[config.mk]
export PLATFORM = sky130hd
export DESIGN_NAME = stream_pattern_replace
export DESIGN_NICKNAME = d
export VERILOG_FILES = /design/src/hw/rtl/spr_pkg.sv /design/src/hw/rtl/spr_front.sv /design/src/hw/rtl/spr_cmd_fifo.sv /design/src/hw/rtl/spr_back.sv /design/src/hw/rtl/stream_pattern_replace.sv
export SDC_FILE = /design/constraint.sdc
export NUM_CORES = 1
export LEC_CHECK = 0
export BUFFER_PORTS_ARGS = -buffer_cell sky130_fd_sc_hd__clkbuf_2
export CAP_MARGIN = 15
export CORE_MARGIN = 2
export CORE_UTILIZATION = 40
export CTS_CLUSTER_SIZE = 14
export DETAILED_ROUTE_END_ITERATION = 16
export PLACE_DENSITY = 0.53
export SYNTH_ARGS = -nofsm -noshare
export SYNTH_HDL_FRONTEND = slang
export SYNTH_HIERARCHICAL = 1
export SYNTH_SLANG_ARGS = --single-unit
[constraint.sdc]
create_clock -name clk_i -period 9 [get_ports clk_i]
set_input_delay 1.35 -clock clk_i [delete_from_list [all_inputs] [get_ports clk_i]]
set_output_delay 1.35 -clock clk_i [all_outputs]
set_load 0.01 [all_outputs]
[src/hw/rtl/spr_pkg.sv]
// shared types, constants and helpers for the stream pattern replace block
`timescale 1ns / 1ps

package spr_pkg;

  // pattern window depth and replacement limit
  localparam int unsigned PatternBytes = 8;
  localparam int unsigned MaxRepl      = 8;
  localparam int unsigned IdxW         = $clog2(PatternBytes);
  localparam int unsigned LenW         = 4;
  localparam int unsigned CfgDataW     = 64;
  localparam int unsigned CfgIdxW      = 2;

  // command queue depth
  localparam int unsigned CmdDepth = 4;
  localparam int unsigned CmdPtrW  = $clog2(CmdDepth);
  localparam int unsigned CmdCntW  = CmdPtrW + 1;

  // configuration register indexes
  typedef enum logic [CfgIdxW-1:0] {
    CfgPatternBytes     = 2'd0,
    CfgPatternLength    = 2'd1,
    CfgReplacementBytes = 2'd2,
    CfgReplacementLength = 2'd3
  } cfg_reg_e;

  // input word
  typedef struct packed {
    logic [7:0] text_byte;
    logic       text_last;
  } text_word_t;

  // output word
  typedef struct packed {
    logic [7:0] result_byte;
    logic       result_has_byte;
    logic       result_last;
  } result_word_t;

  // one classified input: up to eight bytes to emit, and the end flag
  typedef struct packed {
    logic [8*MaxRepl-1:0] data;
    logic [LenW-1:0]      count;
    logic                 last;
  } cmd_t;

  // command queue status
  typedef struct packed {
    logic full;
    logic empty;
  } fifo_stat_t;

  // pattern length as used: zero acts as one, clipped to the window depth
  function automatic logic [LenW-1:0] eff_pat_len(logic [LenW-1:0] len);
    logic [LenW-1:0] l;
    l = len;
    if (l == '0) l = LenW'(1);
    if (l > LenW'(PatternBytes)) l = LenW'(PatternBytes);
    return l;
  endfunction

  // replacement length as used: clipped to the replacement limit
  function automatic logic [LenW-1:0] eff_repl_len(logic [LenW-1:0] len);
    logic [LenW-1:0] r;
    r = len;
    if (r > LenW'(MaxRepl)) r = LenW'(MaxRepl);
    return r;
  endfunction

endpackage

[src/hw/rtl/spr_front.sv]
// front end: configuration registers, match window and word classification
`timescale 1ns / 1ps

module spr_front (
  input  logic                              clk_i,
  input  logic                              rst_ni,
  input  logic                              cfg_we_i,
  input  logic [spr_pkg::CfgIdxW-1:0]       cfg_idx_i,
  input  logic [spr_pkg::CfgDataW-1:0]      cfg_data_i,
  input  logic                              text_valid_i,
  output logic                              text_stall_o,
  input  spr_pkg::text_word_t               text_i,
  input  spr_pkg::fifo_stat_t               fifo_stat_i,
  output logic                              push_o,
  output spr_pkg::cmd_t                     cmd_o
);

  localparam int unsigned Pb = spr_pkg::PatternBytes;

  logic [spr_pkg::CfgDataW-1:0] pat_q, repl_q;
  logic [spr_pkg::LenW-1:0]     pat_len_q, repl_len_q;
  logic [spr_pkg::IdxW-1:0]     fill_q, fill_d;
  logic [7:0]                   win_q [Pb];
  logic [7:0]                   win_d [Pb];
  logic [7:0]                   w [Pb];

  logic [spr_pkg::LenW-1:0] pat_len, repl_len, new_fill;
  logic [spr_pkg::IdxW-1:0] wr_idx;
  logic                     accept, full, match, hit;

  assign text_stall_o = fifo_stat_i.full;
  assign accept       = text_valid_i && !fifo_stat_i.full;

  // insert the byte, compare and classify
  always_comb begin
    pat_len  = spr_pkg::eff_pat_len(pat_len_q);
    repl_len = spr_pkg::eff_repl_len(repl_len_q);
    wr_idx   = ({1'b0, fill_q} >= pat_len) ? '0 : fill_q;
    for (int i = 0; i < Pb; i++) begin
      w[i] = (wr_idx == spr_pkg::IdxW'(i)) ? text_i.text_byte : win_q[i];
    end
    new_fill = {1'b0, wr_idx} + spr_pkg::LenW'(1);
    full     = (new_fill == pat_len);
    match    = 1'b1;
    for (int i = 0; i < Pb; i++) begin
      if ((spr_pkg::LenW'(i) < pat_len) && (w[i] != pat_q[8*i +: 8])) begin
        match = 1'b0;
      end
    end
    hit = full && match;

    // command for the back end
    cmd_o.last = text_i.text_last;
    if (hit) begin
      cmd_o.data  = repl_q;
      cmd_o.count = repl_len;
    end else begin
      for (int i = 0; i < Pb; i++) begin
        cmd_o.data[8*i +: 8] = w[i];
      end
      if (text_i.text_last) begin
        cmd_o.count = new_fill;
      end else if (full) begin
        cmd_o.count = spr_pkg::LenW'(1);
      end else begin
        cmd_o.count = '0;
      end
    end
    push_o = accept && ((cmd_o.count != '0) || text_i.text_last);

    // next window contents
    if (hit) begin
      win_d  = w;
      fill_d = '0;
    end else if (full) begin
      for (int i = 0; i < Pb - 1; i++) begin
        win_d[i] = w[i+1];
      end
      win_d[Pb-1] = w[Pb-1];
      fill_d      = spr_pkg::IdxW'(pat_len - spr_pkg::LenW'(1));
    end else begin
      win_d  = w;
      fill_d = new_fill[spr_pkg::IdxW-1:0];
    end
    if (text_i.text_last) fill_d = '0;
  end

  // configuration registers and fill count
  always_ff @(posedge clk_i or negedge rst_ni) begin
    if (!rst_ni) begin
      pat_q      <= '0;
      pat_len_q  <= spr_pkg::LenW'(1);
      repl_q     <= '0;
      repl_len_q <= '0;
      fill_q     <= '0;
    end else if (cfg_we_i) begin
      case (spr_pkg::cfg_reg_e'(cfg_idx_i))
        spr_pkg::CfgPatternBytes: pat_q <= cfg_data_i;
        spr_pkg::CfgPatternLength: begin
          pat_len_q <= cfg_data_i[spr_pkg::LenW-1:0];
          fill_q    <= '0;
        end
        spr_pkg::CfgReplacementBytes:  repl_q     <= cfg_data_i;
        spr_pkg::CfgReplacementLength: repl_len_q <= cfg_data_i[spr_pkg::LenW-1:0];
        default: ;
      endcase
    end else if (accept) begin
      fill_q <= fill_d;
    end
  end

  // window bytes
  always_ff @(posedge clk_i) begin
    if (accept) win_q <= win_d;
  end

endmodule

[src/hw/rtl/spr_cmd_fifo.sv]
// short command queue between the front and back ends
`timescale 1ns / 1ps

module spr_cmd_fifo (
  input  logic                clk_i,
  input  logic                rst_ni,
  input  logic                push_i,
  input  spr_pkg::cmd_t       cmd_i,
  input  logic                pop_i,
  output spr_pkg::cmd_t       head_o,
  output spr_pkg::fifo_stat_t stat_o
);

  spr_pkg::cmd_t                 mem_q [spr_pkg::CmdDepth];
  logic [spr_pkg::CmdPtrW-1:0]   wptr_q, rptr_q;
  logic [spr_pkg::CmdCntW-1:0]   cnt_q;

  assign head_o       = mem_q[rptr_q];
  assign stat_o.full  = (cnt_q == spr_pkg::CmdCntW'(spr_pkg::CmdDepth));
  assign stat_o.empty = (cnt_q == '0);

  // pointers and occupancy
  always_ff @(posedge clk_i or negedge rst_ni) begin
    if (!rst_ni) begin
      wptr_q <= '0;
      rptr_q <= '0;
      cnt_q  <= '0;
    end else begin
      if (push_i) wptr_q <= wptr_q + spr_pkg::CmdPtrW'(1);
      if (pop_i)  rptr_q <= rptr_q + spr_pkg::CmdPtrW'(1);
      case ({push_i, pop_i})
        2'b10:   cnt_q <= cnt_q + spr_pkg::CmdCntW'(1);
        2'b01:   cnt_q <= cnt_q - spr_pkg::CmdCntW'(1);
        default: cnt_q <= cnt_q;
      endcase
    end
  end

  // storage
  always_ff @(posedge clk_i) begin
    if (push_i) mem_q[wptr_q] <= cmd_i;
  end

endmodule

[src/hw/rtl/spr_back.sv]
// back end: unpacks commands into result words through an output register
`timescale 1ns / 1ps

module spr_back (
  input  logic                  clk_i,
  input  logic                  rst_ni,
  input  spr_pkg::cmd_t         head_i,
  input  spr_pkg::fifo_stat_t   fifo_stat_i,
  output logic                  pop_o,
  output logic                  result_valid_o,
  input  logic                  result_stall_i,
  output spr_pkg::result_word_t result_o
);

  logic [spr_pkg::IdxW-1:0] idx_q, idx_d;
  logic                     valid_q, valid_d;
  spr_pkg::result_word_t    word_q, word_d;
  logic [spr_pkg::LenW-1:0] last_idx;
  logic                     at_end, load;

  // pick the current byte of the head command
  always_comb begin
    last_idx = (head_i.count == '0) ? '0 : head_i.count - spr_pkg::LenW'(1);
    at_end   = ({1'b0, idx_q} == last_idx);
    load     = !fifo_stat_i.empty && (!valid_q || !result_stall_i);
    pop_o    = load && at_end;

    word_d.result_byte     = (head_i.count == '0) ? 8'd0 : head_i.data[{idx_q, 3'b000} +: 8];
    word_d.result_has_byte = (head_i.count != '0);
    word_d.result_last     = head_i.last && at_end;

    idx_d = idx_q;
    if (load) idx_d = at_end ? '0 : idx_q + spr_pkg::IdxW'(1);

    valid_d = valid_q;
    if (load) begin
      valid_d = 1'b1;
    end else if (!result_stall_i) begin
      valid_d = 1'b0;
    end
  end

  // control state
  always_ff @(posedge clk_i or negedge rst_ni) begin
    if (!rst_ni) begin
      idx_q   <= '0;
      valid_q <= 1'b0;
    end else begin
      idx_q   <= idx_d;
      valid_q <= valid_d;
    end
  end

  // output word
  always_ff @(posedge clk_i) begin
    if (load) word_q <= word_d;
  end

  assign result_valid_o = valid_q;
  assign result_o       = word_q;

endmodule

[src/hw/rtl/stream_pattern_replace.sv]
// top level of the streaming find-and-replace block
//
//  channel   direction  handshake                     payload
//  text      in         text_valid_i / text_stall_o   text_i (text_word_t)
//  result    out        result_valid_o / result_stall_i result_o (result_word_t)
//  cfg       in         cfg_we_i                      cfg_idx_i, cfg_data_i
//
// the front end takes one text word per cycle while the command queue has room
// each text word yields zero to eight result words, emitted one per cycle
// from the output register while the result is not stalled; the four-entry command queue absorbs bursts
// an accepted word goes through a command queue entry, then the output register, before its first result
// reset empties the window, the queue and the output register at once
// a stalled result holds in the output register; text stalls only on a full queue
`timescale 1ns / 1ps

module stream_pattern_replace (
  input  logic                         clk_i,
  input  logic                         rst_ni,
  input  logic                         cfg_we_i,
  input  logic [spr_pkg::CfgIdxW-1:0]  cfg_idx_i,
  input  logic [spr_pkg::CfgDataW-1:0] cfg_data_i,
  input  logic                         text_valid_i,
  output logic                         text_stall_o,
  input  spr_pkg::text_word_t          text_i,
  output logic                         result_valid_o,
  input  logic                         result_stall_i,
  output spr_pkg::result_word_t        result_o
);

  logic                cmd_push, cmd_pop;
  spr_pkg::cmd_t       cmd, head;
  spr_pkg::fifo_stat_t fifo_stat;

  // classification
  spr_front u_front (
    .clk_i        (clk_i),
    .rst_ni       (rst_ni),
    .cfg_we_i     (cfg_we_i),
    .cfg_idx_i    (cfg_idx_i),
    .cfg_data_i   (cfg_data_i),
    .text_valid_i (text_valid_i),
    .text_stall_o (text_stall_o),
    .text_i       (text_i),
    .fifo_stat_i  (fifo_stat),
    .push_o       (cmd_push),
    .cmd_o        (cmd)
  );

  // command queue
  spr_cmd_fifo u_fifo (
    .clk_i  (clk_i),
    .rst_ni (rst_ni),
    .push_i (cmd_push),
    .cmd_i  (cmd),
    .pop_i  (cmd_pop),
    .head_o (head),
    .stat_o (fifo_stat)
  );

  // emission
  spr_back u_back (
    .clk_i          (clk_i),
    .rst_ni         (rst_ni),
    .head_i         (head),
    .fifo_stat_i    (fifo_stat),
    .pop_o          (cmd_pop),
    .result_valid_o (result_valid_o),
    .result_stall_i (result_stall_i),
    .result_o       (result_o)
  );

  // no push into a full queue
  assert property (@(posedge clk_i) disable iff (!rst_ni) !(cmd_push && fifo_stat.full))
    else $error("command queue overflow");

  // no pop from an empty queue
  assert property (@(posedge clk_i) disable iff (!rst_ni) cmd_pop |-> !fifo_stat.empty)
    else $error("command queue underflow");

  // a word without a byte is only ever the end marker
  assert property (@(posedge clk_i) disable iff (!rst_ni)
                   (result_valid_o && !result_o.result_has_byte) |-> result_o.result_last)
    else $error("empty result word that is not the end marker");

endmodule

### Word level (Yosys, flattened, before mapping)

Memory sizes are Yosys's and may differ from the RTL's.
Index checks and enable logic that the tools add are counted.

| word-level totals | value |
|---|---|
| bits in latches | 0 |
| memory bits (read-only) | 0 |
| register bits | 224 |
| memories | 1 |
| output and inout bits | 12 |
| bits of input ports | 80 |
| bits in writable memories | 276 |

| operators by class | value |
|---|---|
| multipliers | 0 |
| shifts and indexed selects | 1 |
| reduce and logical (&&, ||, !) cells | 34 |
| equality and inequality tests | 25 |
| div/mod/pow operators | 0 |
| muxes and demuxes | 38 |
| add/subtract/negate cells | 8 |
| bitwise operators | 0 |
| $lt $le $gt $ge | 11 |

Memories:

| name | words | width | read ports | clocked after memory_dff | write ports | line | RTL |
|---|---|---|---|---|---|---|---|
| u_fifo.mem_q | 4 | 69 | 1 | 0 | 1 | spr_cmd_fifo.sv:14 | `spr_pkg::cmd_t mem_q [spr_pkg::CmdDepth];` |

Operators by type and width:

| kind | number |
|---|---|
| 64-bit 2-to-1 mux | 2 |
| 68-bit 2-to-1 mux | 1 |
| 8-bit 2-to-1 mux | 8 |
| 8-bit != test | 8 |
| 64-bit by 7-bit variable part select with 8-bit output | 1 |
| 3-bit 2-to-1 mux | 8 |
| 4-bit 2-to-1 mux | 5 |
| 3-bit by 4-bit less-than comparator with 1-bit output (first input constant) | 4 |
| 3-bit equality test (second input constant) | 5 |
| 1-bit logical AND | 14 |
| 1-bit 2-to-1 mux | 13 |
| 2-bit AND reduction | 5 |
| 4-bit > comparator (second input constant) | 2 |
| 4-bit zero test | 2 |
| 1-bit by 4-bit less-than comparator with 1-bit output (first input constant) | 2 |
| 2-bit by 4-bit less-than comparator with 1-bit output (first input constant) | 2 |
| 4-bit nonzero test | 2 |
| 3-bit by 1-bit adder with 3-bit output (second input constant) | 2 |
| 2-bit equality test (second input constant) | 3 |
| 3-bit by 2-bit equality test with 1-bit output (second input constant) | 2 |
| 3-bit zero test | 2 |
| 3-bit one-hot mux with 2 select lines | 1 |
| 3-bit by 1-bit subtractor with 3-bit output (second input constant) | 2 |
| 2-bit by 1-bit adder with 2-bit output (second input constant) | 2 |
| 12 further kinds | 19 |

### Logic depth before layout (Yosys ltp)

Gate-level depths: netlist of run 1.

| logic depth | value |
|---|---|
| depth in word-level cells | 25 |
| depth in mapped cells | 30 |

### Modules after synthesis

The synthesis of run 1 kept the hierarchy.

Modules (own cells, without submodules):

| module | cells an instance | area each (um^2) | sequential area each (um^2) | times used |
|---|---|---|---|---|
| spr_front | 1,067 | 11,618.6 | 5,401.4 | 1 |
| spr_cmd_fifo | 398 | 10,430.0 | 8,463.1 | 1 |
| spr_back | 97 | 1,174.9 | 400.4 | 1 |

### Worst setup path after synthesis of run 1

OpenSTA, ideal clock, no wires.

| timing | value |
|---|---|
| path type | register -> register |
| from | register u_front/pat_len_q[2] (netlist bit) |
| to | memory u_fifo/mem_q[0][0] (netlist bit) (enable) |
| stages on the path, launching flop included | 24 |
| library setup time | 0.434 ns |
| setup slack | 2.321 ns |
| data arrival time | 6.245 ns |
| required time | 8.566 ns |
| cell sequence | dfrtp_1 clkbuf_1 nor2_1 nor2_1 nor2_1 ha_1 or3b_1 a31oi_1 and3_1 ha_1 buf_2 mux2i_1 xnor2_1 nor4_2 a21oi_1 a2111oi_0 a32oi_1 nor4b_4 buf_2 buf_2 a21oi_1 nor2_1 nor2_1 and2_1 |

| on the way | value |
|---|---|
| word-level cells in the longest chain between the ends | 25 |
| elaborated cells on any way between the ends | 65 |
| classes of those cells | add/sub: 1; order compare: 10; eq/ne: 16; mux: 24; reduce/logical: 14 |

Ends and longest elaborated chain:

| element | line | RTL |
|---|---|---|
| start: declaration | spr_front.sv:21 | `logic [spr_pkg::LenW-1:0] pat_len_q, repl_len_q;` |
| start signal: assignment | spr_front.sv:92 | `pat_len_q <= spr_pkg::LenW'(1);` |
| start signal: assignment | spr_front.sv:100 | `pat_len_q <= cfg_data_i[spr_pkg::LenW-1:0];` |
| 4-bit zero test | spr_pkg.sv:57 | `if (l == '0) l = LenW'(1);` |
| 4-bit 2-to-1 mux (*) | spr_pkg.sv:57 |  |
| 4-bit > comparator | spr_pkg.sv:58 | `if (l > LenW'(PatternBytes)) l = LenW'(PatternBytes);` |
| 4-bit 2-to-1 mux (*) | spr_pkg.sv:58 |  |
| 3-bit by 4-bit >= comparator with 1-bit output | spr_front.sv:38 | `wr_idx = ({1'b0, fill_q} >= pat_len) ? '0 : fill_q;` |
| 3-bit 2-to-1 mux | spr_front.sv:38 |  |
| 3-bit zero test | spr_front.sv:40 | `w[i] = (wr_idx == spr_pkg::IdxW'(i)) ? text_i.text_byte : win_q[i];` |
| 8-bit 2-to-1 mux | spr_front.sv:40 |  |
| (+10 left out) | - |  |
| 1-bit logical AND | spr_front.sv:50 | `hit = full && match;` |
| 68-bit 2-to-1 mux (*) | spr_front.sv:54 | `if (hit) begin` |
| 4-bit nonzero test (*) | spr_front.sv:69 | `push_o = accept && ((cmd_o.count != '0) \|\| text_i.text_last);` |
| 1-bit logical OR (*) | spr_front.sv:69 |  |
| 1-bit logical AND (*) | spr_front.sv:69 |  |
| via cmd_push | stream_pattern_replace.sv:30 | `logic cmd_push, cmd_pop;` |
| 1-bit 2-to-1 mux (*) | spr_cmd_fifo.sv:41 | `if (push_i) mem_q[wptr_q] <= cmd_i;` |
| 1-bit 2-to-1 mux (implied by the code) (*) | spr_cmd_fifo.sv:41 |  |
| end: declaration | spr_cmd_fifo.sv:14 |  |

Mark *: on every way through the listed nets, which the timed path passes. The rest lies on a longest branch.

==> results of run 1 <==
stage by stage:
| step | total power [µW] | util (%) | instances | setup slack [ns] |
|---|---|---|---|---|
| global route | 9130 | 45.4 | 2453 | 0.488 |
| finish | 8700 | 45.4 | 2454 | 0.852 |
| detailed placement | 6480 | 42.2 | 2351 | 1.04 |
| global placement | 6440 | 42.2 | 2350 | 0.873 |
| floorplan | 5560 | - | 1562 | 2.32 |
| CTS | 8770 | 45.4 | 2452 | 0.996 |
registers in the layout, summed over array words and instances, names as in the netlist:
signal and count:
u_back/idx_q 3, u_back/result_o 10, u_back/result_valid_o 1, u_fifo/cnt_q 3
u_fifo/mem_q 276, u_fifo/rptr_q 2, u_fifo/wptr_q 2, u_front/fill_q 3
u_front/pat_len_q 4, u_front/pat_q 64, u_front/repl_len_q 4, u_front/repl_q 64
u_front/win_q 64
power breakdown:
| part | switching (µW) | internal (µW) |
|---|---|---|
| sequential | 370 | 3270 |
| clock | 943 | 1320 |
| combinational | 1640 | 1160 |
cell families after synthesis:
group,share of synthesized area (%)
xor+xnor,3.39
buf+inv,3.21
mux,18.5
fa+ha+maj,0.835
simple gates,6.37
compound gates,6.28
flops,61.4
cells in the mapped netlist, drive strengths merged, types with 13 or more instances:
master,instances
a21oi,49
and2,13
buf,46
clkbuf,48
dfrtp,149
edfxtp,350
ha,13
inv,51
mux2,163
mux2i,52
mux4,85
nand2,91
nand2b,16
nand3,13
nor2,68
nor3,34
o21ai,71
o221a,13
or3,18
xnor2,44
xor2,46
routing by layer:
metal,share of wire [%],vias to the layer above,global-route usage [%],routed length (µm)
li1,-,6139,-,-
met3,5.0,101,2.67,3090
met4,2.6,0,6.53,1620
met5,0,-,0,0
met2,46,496,32.1,28200
met1,46,7106,30.3,28500
critical path, cell delays in order, from the launching register on:
cell	delay [ns]
dfrtp_1	0.55
nor2_1	0.39
ha_1	0.32
or3b_1	0.43
a31oi_1	0.47
and3_1	0.26
ha_1	0.82
mux2i_1	0.59
xnor2_1	0.15
nor4_2	0.74
nand4_1	0.37
a2111oi_0	0.51
a32oi_1	0.25
nor4b_4	0.46
nand2b_2	0.82
buf_4	0.35
nor2_1	0.07
a221o_1	0.27
path summary, 6_finish.rpt:
kind,start,to,cells past startpoint
max reg2reg,u_front/pat_len_q[3],u_front/win_q[16],17
max in group asynchronous,rst_ni,u_front/pat_q[19],3
min in group asynchronous,rst_ni,u_fifo/rptr_q[0],1
max,u_front/pat_len_q[3],u_front/win_q[16],17
min reg2reg,u_fifo/cnt_q[0],u_fifo/cnt_q[0],1
min,u_fifo/cnt_q[0],u_fifo/cnt_q[0],1
area by class of cell:
class,count,share of cell area (%)
multi-input combinational,917,31.5
timing repair buffer,119,2.68
clock buffer,72,5.73
sequential,500,54.5
antenna,1,0.00956
tap,765,3.66
inverter,51,0.732
clock inverter,29,1.18
==> qor.yml, run 1 <==
cells_and_area:
  n_fill_cell: 5084
  drive_gt1_share_pct: 29.0
  ff_latch_area_um2: 14300
  finalInstanceArea_um2: 26200
  fin_nets: 1737
  multi_input_area_um2: 8230
  syn_to_final_growth_pct: 12.7
  final_cell_mix: "edfxtp_1 (350), mux2_2 (163), dfrtp_1 (147)"
  final_common_cell: "edfxtp_1"
global_routing:
  grt_overflow: 0
  grt_pass1_wl_um: 92200
  grt_max_degree: 84
  track_usage_pct: 20.7
  antenna_found_initial: 3
  grt_pass1_vias: 14000
logic_synthesis:
  ys_seq_elements: 500
  yosys_warnings: 6
  synth_top_area_cell: "edfxtp_1"
  synth_edf_count: 350
  synth_cells: 1562
  synth_area_leaders: "edfxtp_1 (45%), dfrtp_1 (16%), mux2_2 (7.9%)"
  synth_cell_type_count: 81
  syn-num-nets: 1656
  ys_seq_area_share_pct: 61.4
  synth-async-reset-ratio_pct: 30.0
  avgSynthCellArea_um2: 14.9
  synth_flop_cell: "edfxtp_1"
  synth_top_area_share_pct: 45.3
  netlist_area_um2: 23200
floorplanning:
  coreArea_um2: 57600
  io_pins: 92
  fp-row-count: 88
  initial_core_util_pct: 40.3
  die_w_um: 245
  die-area_um2: 60000
  die_height_um: 245
detailed_routing:
  drt-vias-per-instance: 5.64
  dr_total_vias: 13800
  routed_wl_um: 61400
  drcViolationCount: 0
  drtPass1Iterations: 6
  wl_per_cell_um: 25.0
  first_iter_violations: 1315
  ant_nets: 0
timing:
  rsz0062_at_grt: "no"
  hold_viol: 0
  setup_viol_count_final: 0
  min_period_over_period_pct: 90.5
  timing.fmax_ghz: 0.123
  fin_skew_ns: 0.0141
  hold-worst-slack_ns: 0.498
  finalMaxSlewViolations: 0
  setup_tns_ns: 0
  max_slew_margin_pct: 17.3
  worstMarginPinSlew_ns: 1.23
  min_period_ns: 8.15
clocking:
  post-cts-setup-buffer-count: 0
  cts.sinks: 500
  cts_buffers: 54
  clock_path_buffers: 3
  cts_tree: "yes"
  path_clk_slew_ns: 0.06
  insertion_delay_ns: 0.61
  cts-root-buf: "clkbuf_16"
  cts_resized: 0
  cts_hold_buf: 0
  htreeDepth: 2
placement:
  place.gp.congestion: 0.867
  hpwlAfterDp_um: 41100
  place_area_um2: 24300
  portBuffers: 91
flow_run:
  cap_violations: 0
power:
  power_density_nw_per_um2: 332
  p_leak_uw: 0.00944
  vdd_drop_max_v: 0.000164
min_path:
  hold_class: "reg2reg"
critical_path:
  end_kind: "flop"
  required_ns: 9.35
  arrival_ns: 8.50
  crit_fanout: 40
  critical_path_class: "reg2reg"
  critPathLaunchType: "flop"
  r2r_slack_ns: 0.85
outcome:
  status: "finished clean"
Note: power is estimated with default switching activity, not from simulation.
==> inputs of run 2 (changes only) <==
--- a/config.mk
+++ b/config.mk
@@ -11,7 +11,7 @@
 export CORE_UTILIZATION = 40
 export CTS_CLUSTER_SIZE = 14
 export DETAILED_ROUTE_END_ITERATION = 16
-export PLACE_DENSITY = 0.53
+export PLACE_DENSITY = 0.55
 export SYNTH_ARGS = -nofsm -noshare
 export SYNTH_HDL_FRONTEND = slang
 export SYNTH_HIERARCHICAL = 1
==> constraint.sdc (replaced) <==
create_clock -name clk_i -period 7.35 [get_ports clk_i]
set_input_delay 1.1025 -clock clk_i [delete_from_list [all_inputs] [get_ports clk_i]]
set_output_delay 1.1025 -clock clk_i [all_outputs]
set_load 0.01 [all_outputs]
==> run 2 against run 1 <==
Net effect: fmax is 18% higher; largest cell class unchanged; non-clock buffer count rose by 12; sequential cell count is the same; power grew 22%; clock-buffer cell count increased by 2; routed wire length fell by 0.19%; sequential power grew 23%; utilization decreased by 0.050 points; hold slack worse by 0.030 ns.
==> qor.yml, run 2 (same netlist as run 1, synthesis figures left out) <==
outcome:
  status: "finished clean"
timing:
  worstMarginPinSlew_ns: 1.07
  min_period_over_period_pct: 94.2
  hold_viol: 0
  max_slew_margin_pct: 28.8
  setup_tns_ns: 0
  finalMaxSlewViolations: 0
  rsz0062_at_grt: "no"
  setup_viol_count_final: 0
  timing.fmax_ghz: 0.144
  min_period_ns: 6.92
  fin_skew_ns: 0.0208
power:
  p_leak_uw: 0.00943
  vdd_drop_max_v: 0.000211
  power_density_nw_per_um2: 404
global_routing:
  grt_overflow: 0
  track_usage_pct: 20.5
  grt_max_degree: 71
  antenna_found_initial: 1
  grt_pass1_wl_um: 90900
  grt_pass1_vias: 13800
critical_path:
  crit_buf_inv: 4
  critPathLaunch: "u_front/pat_len_q[2]"
  required_ns: 7.68
  crit_family: "simple AND/OR/NAND/NOR gates"
  arrival_ns: 7.25
  path_cells: "nor2_1 -> nor2_1 -> nor2_1 -> ha_1 -> or3b_1 -> a31oi_1 -> buf_4 -> and3_1 -> ha_1 -> mux2_2 -> xor2_1 -> nor4_1 -> buf_4 -> nand4_1 -> a2111oi_0 -> a32oi_1 -> nor4b_4 -> buf_4 -> buf_4 -> nor3_1 -> a21oi_1 -> o221ai_1"
  crit_fanout: 42
  end_kind: "flop"
  r2r-start: "u_front/pat_len_q[2]"
  critPathLaunchType: "flop"
  cp_common_cell: "buf_4"
  cpMaxStageDelayCell: "a2111oi_0"
  critical_path_class: "reg2reg"
  slowest_delay_ns: 0.53
clocking:
  post-cts-setup-buffer-count: 0
  cts-root-buf: "clkbuf_16"
  cts_tree: "yes"
  cts_buffers: 53
  cts_hold_buf: 0
  cts.sinks: 500
  path_clk_slew_ns: 0.06
  insertion_delay_ns: 0.61
  clock_path_buffers: 3
  htreeDepth: 2
detailed_routing:
  drt-vias-per-instance: 5.68
  dr_total_vias: 14000
  first_iter_violations: 1256
  ant_nets: 0
  wl_per_cell_um: 24.9
  drtPass1Iterations: 9
  routed_wl_um: 61300
  drcViolationCount: 0
cells_and_area:
  syn_to_final_growth_pct: 12.5
  antenna_cells: 0
  final_cell_mix: "edfxtp_1 (350), mux2_2 (163), dfrtp_1 (147)"
  top_register: "u_fifo/mem_q"
  n_fill_cell: 5117
  largest_reg_flops: 276
  drive_gt1_share_pct: 28.9
  fin_nets: 1748
  final_common_cell: "edfxtp_1"
  final_core_util_pct: 45.4
floorplanning:
  initial_core_util_pct: 40.3
  coreArea_um2: 57600
  die_w_um: 245
  die_height_um: 245
  die-area_um2: 60000
  io_pins: 92
  fp-row-count: 88
placement:
  place.gp.congestion: 0.893
  hpwlAfterDp_um: 41400
  portBuffers: 91
flow_run:
  cap_violations: 0
min_path:
  hold_class: "in2async"
run 2: per-layer routing:
metal | vias up | global-route usage, % | routed length (µm)
li1 | 6176 | - | -
met2 | 474 | 30.9 | 27700
met4 | 2 | 6.26 | 1760
met5 | - | 0 | 12
met3 | 103 | 3.61 | 3900
met1 | 7243 | 30.3 | 28000
run 2: metrics by stage:
step | setup slack [ns] | instance area (µm²) | power, µW | hold WS (ns) | cells
detailed placement | 0.382 | 24400 | 7970 | 0.488 | 2364
floorplan | 0.671 | 23200 | 6810 | 0.457 | 1562
CTS | 0.346 | 26100 | 10600 | 0.451 | 2463
finish | 0.429 | 26100 | 10600 | 0.468 | 2463
global placement | 0.618 | 24400 | 7900 | 0.483 | 2364
global route | 0.0218 | 26100 | 11100 | 0.478 | 2463
run 2: worst paths after layout:
kind | to | slack, ns | cells past startpoint
min reg2reg | u_front/repl_q[20] | 0.50 | 1
min in group clk_i | u_front/repl_q[20] | 0.50 | 1
max in group asynchronous | u_front/repl_q[23] | 5.75 | 2
min | u_back/idx_q[1] | 0.47 | 1
max | u_front/win_q[27] | 0.43 | 22
max reg2reg | u_front/win_q[27] | 0.43 | 22
run 2: power breakdown:
group          leakage, µW  internal (µW)  switching, µW
clock             0.000834           1500           1150
combinational      0.00360           1460           1980
sequential         0.00499           4000            491
total              0.00943           6950           3620
run 2: area by class of cell:
cell class              count  area (µm²)  area share (%)
clock inverters            25         211           0.809
inverters                  51         191           0.732
well taps                 765         957            3.66
clock buffers              74        1490            5.70
repair buffers            131         774            2.96
multi-input cells         917        8240            31.5
flip-flops and latches    500       14300            54.6
run 2: what timing repair did:
item                                    in CTS  in global routing
hold endpoints to repair                     0                  0
resized for setup                            0                  2
endpoints found under the setup margin       0                181
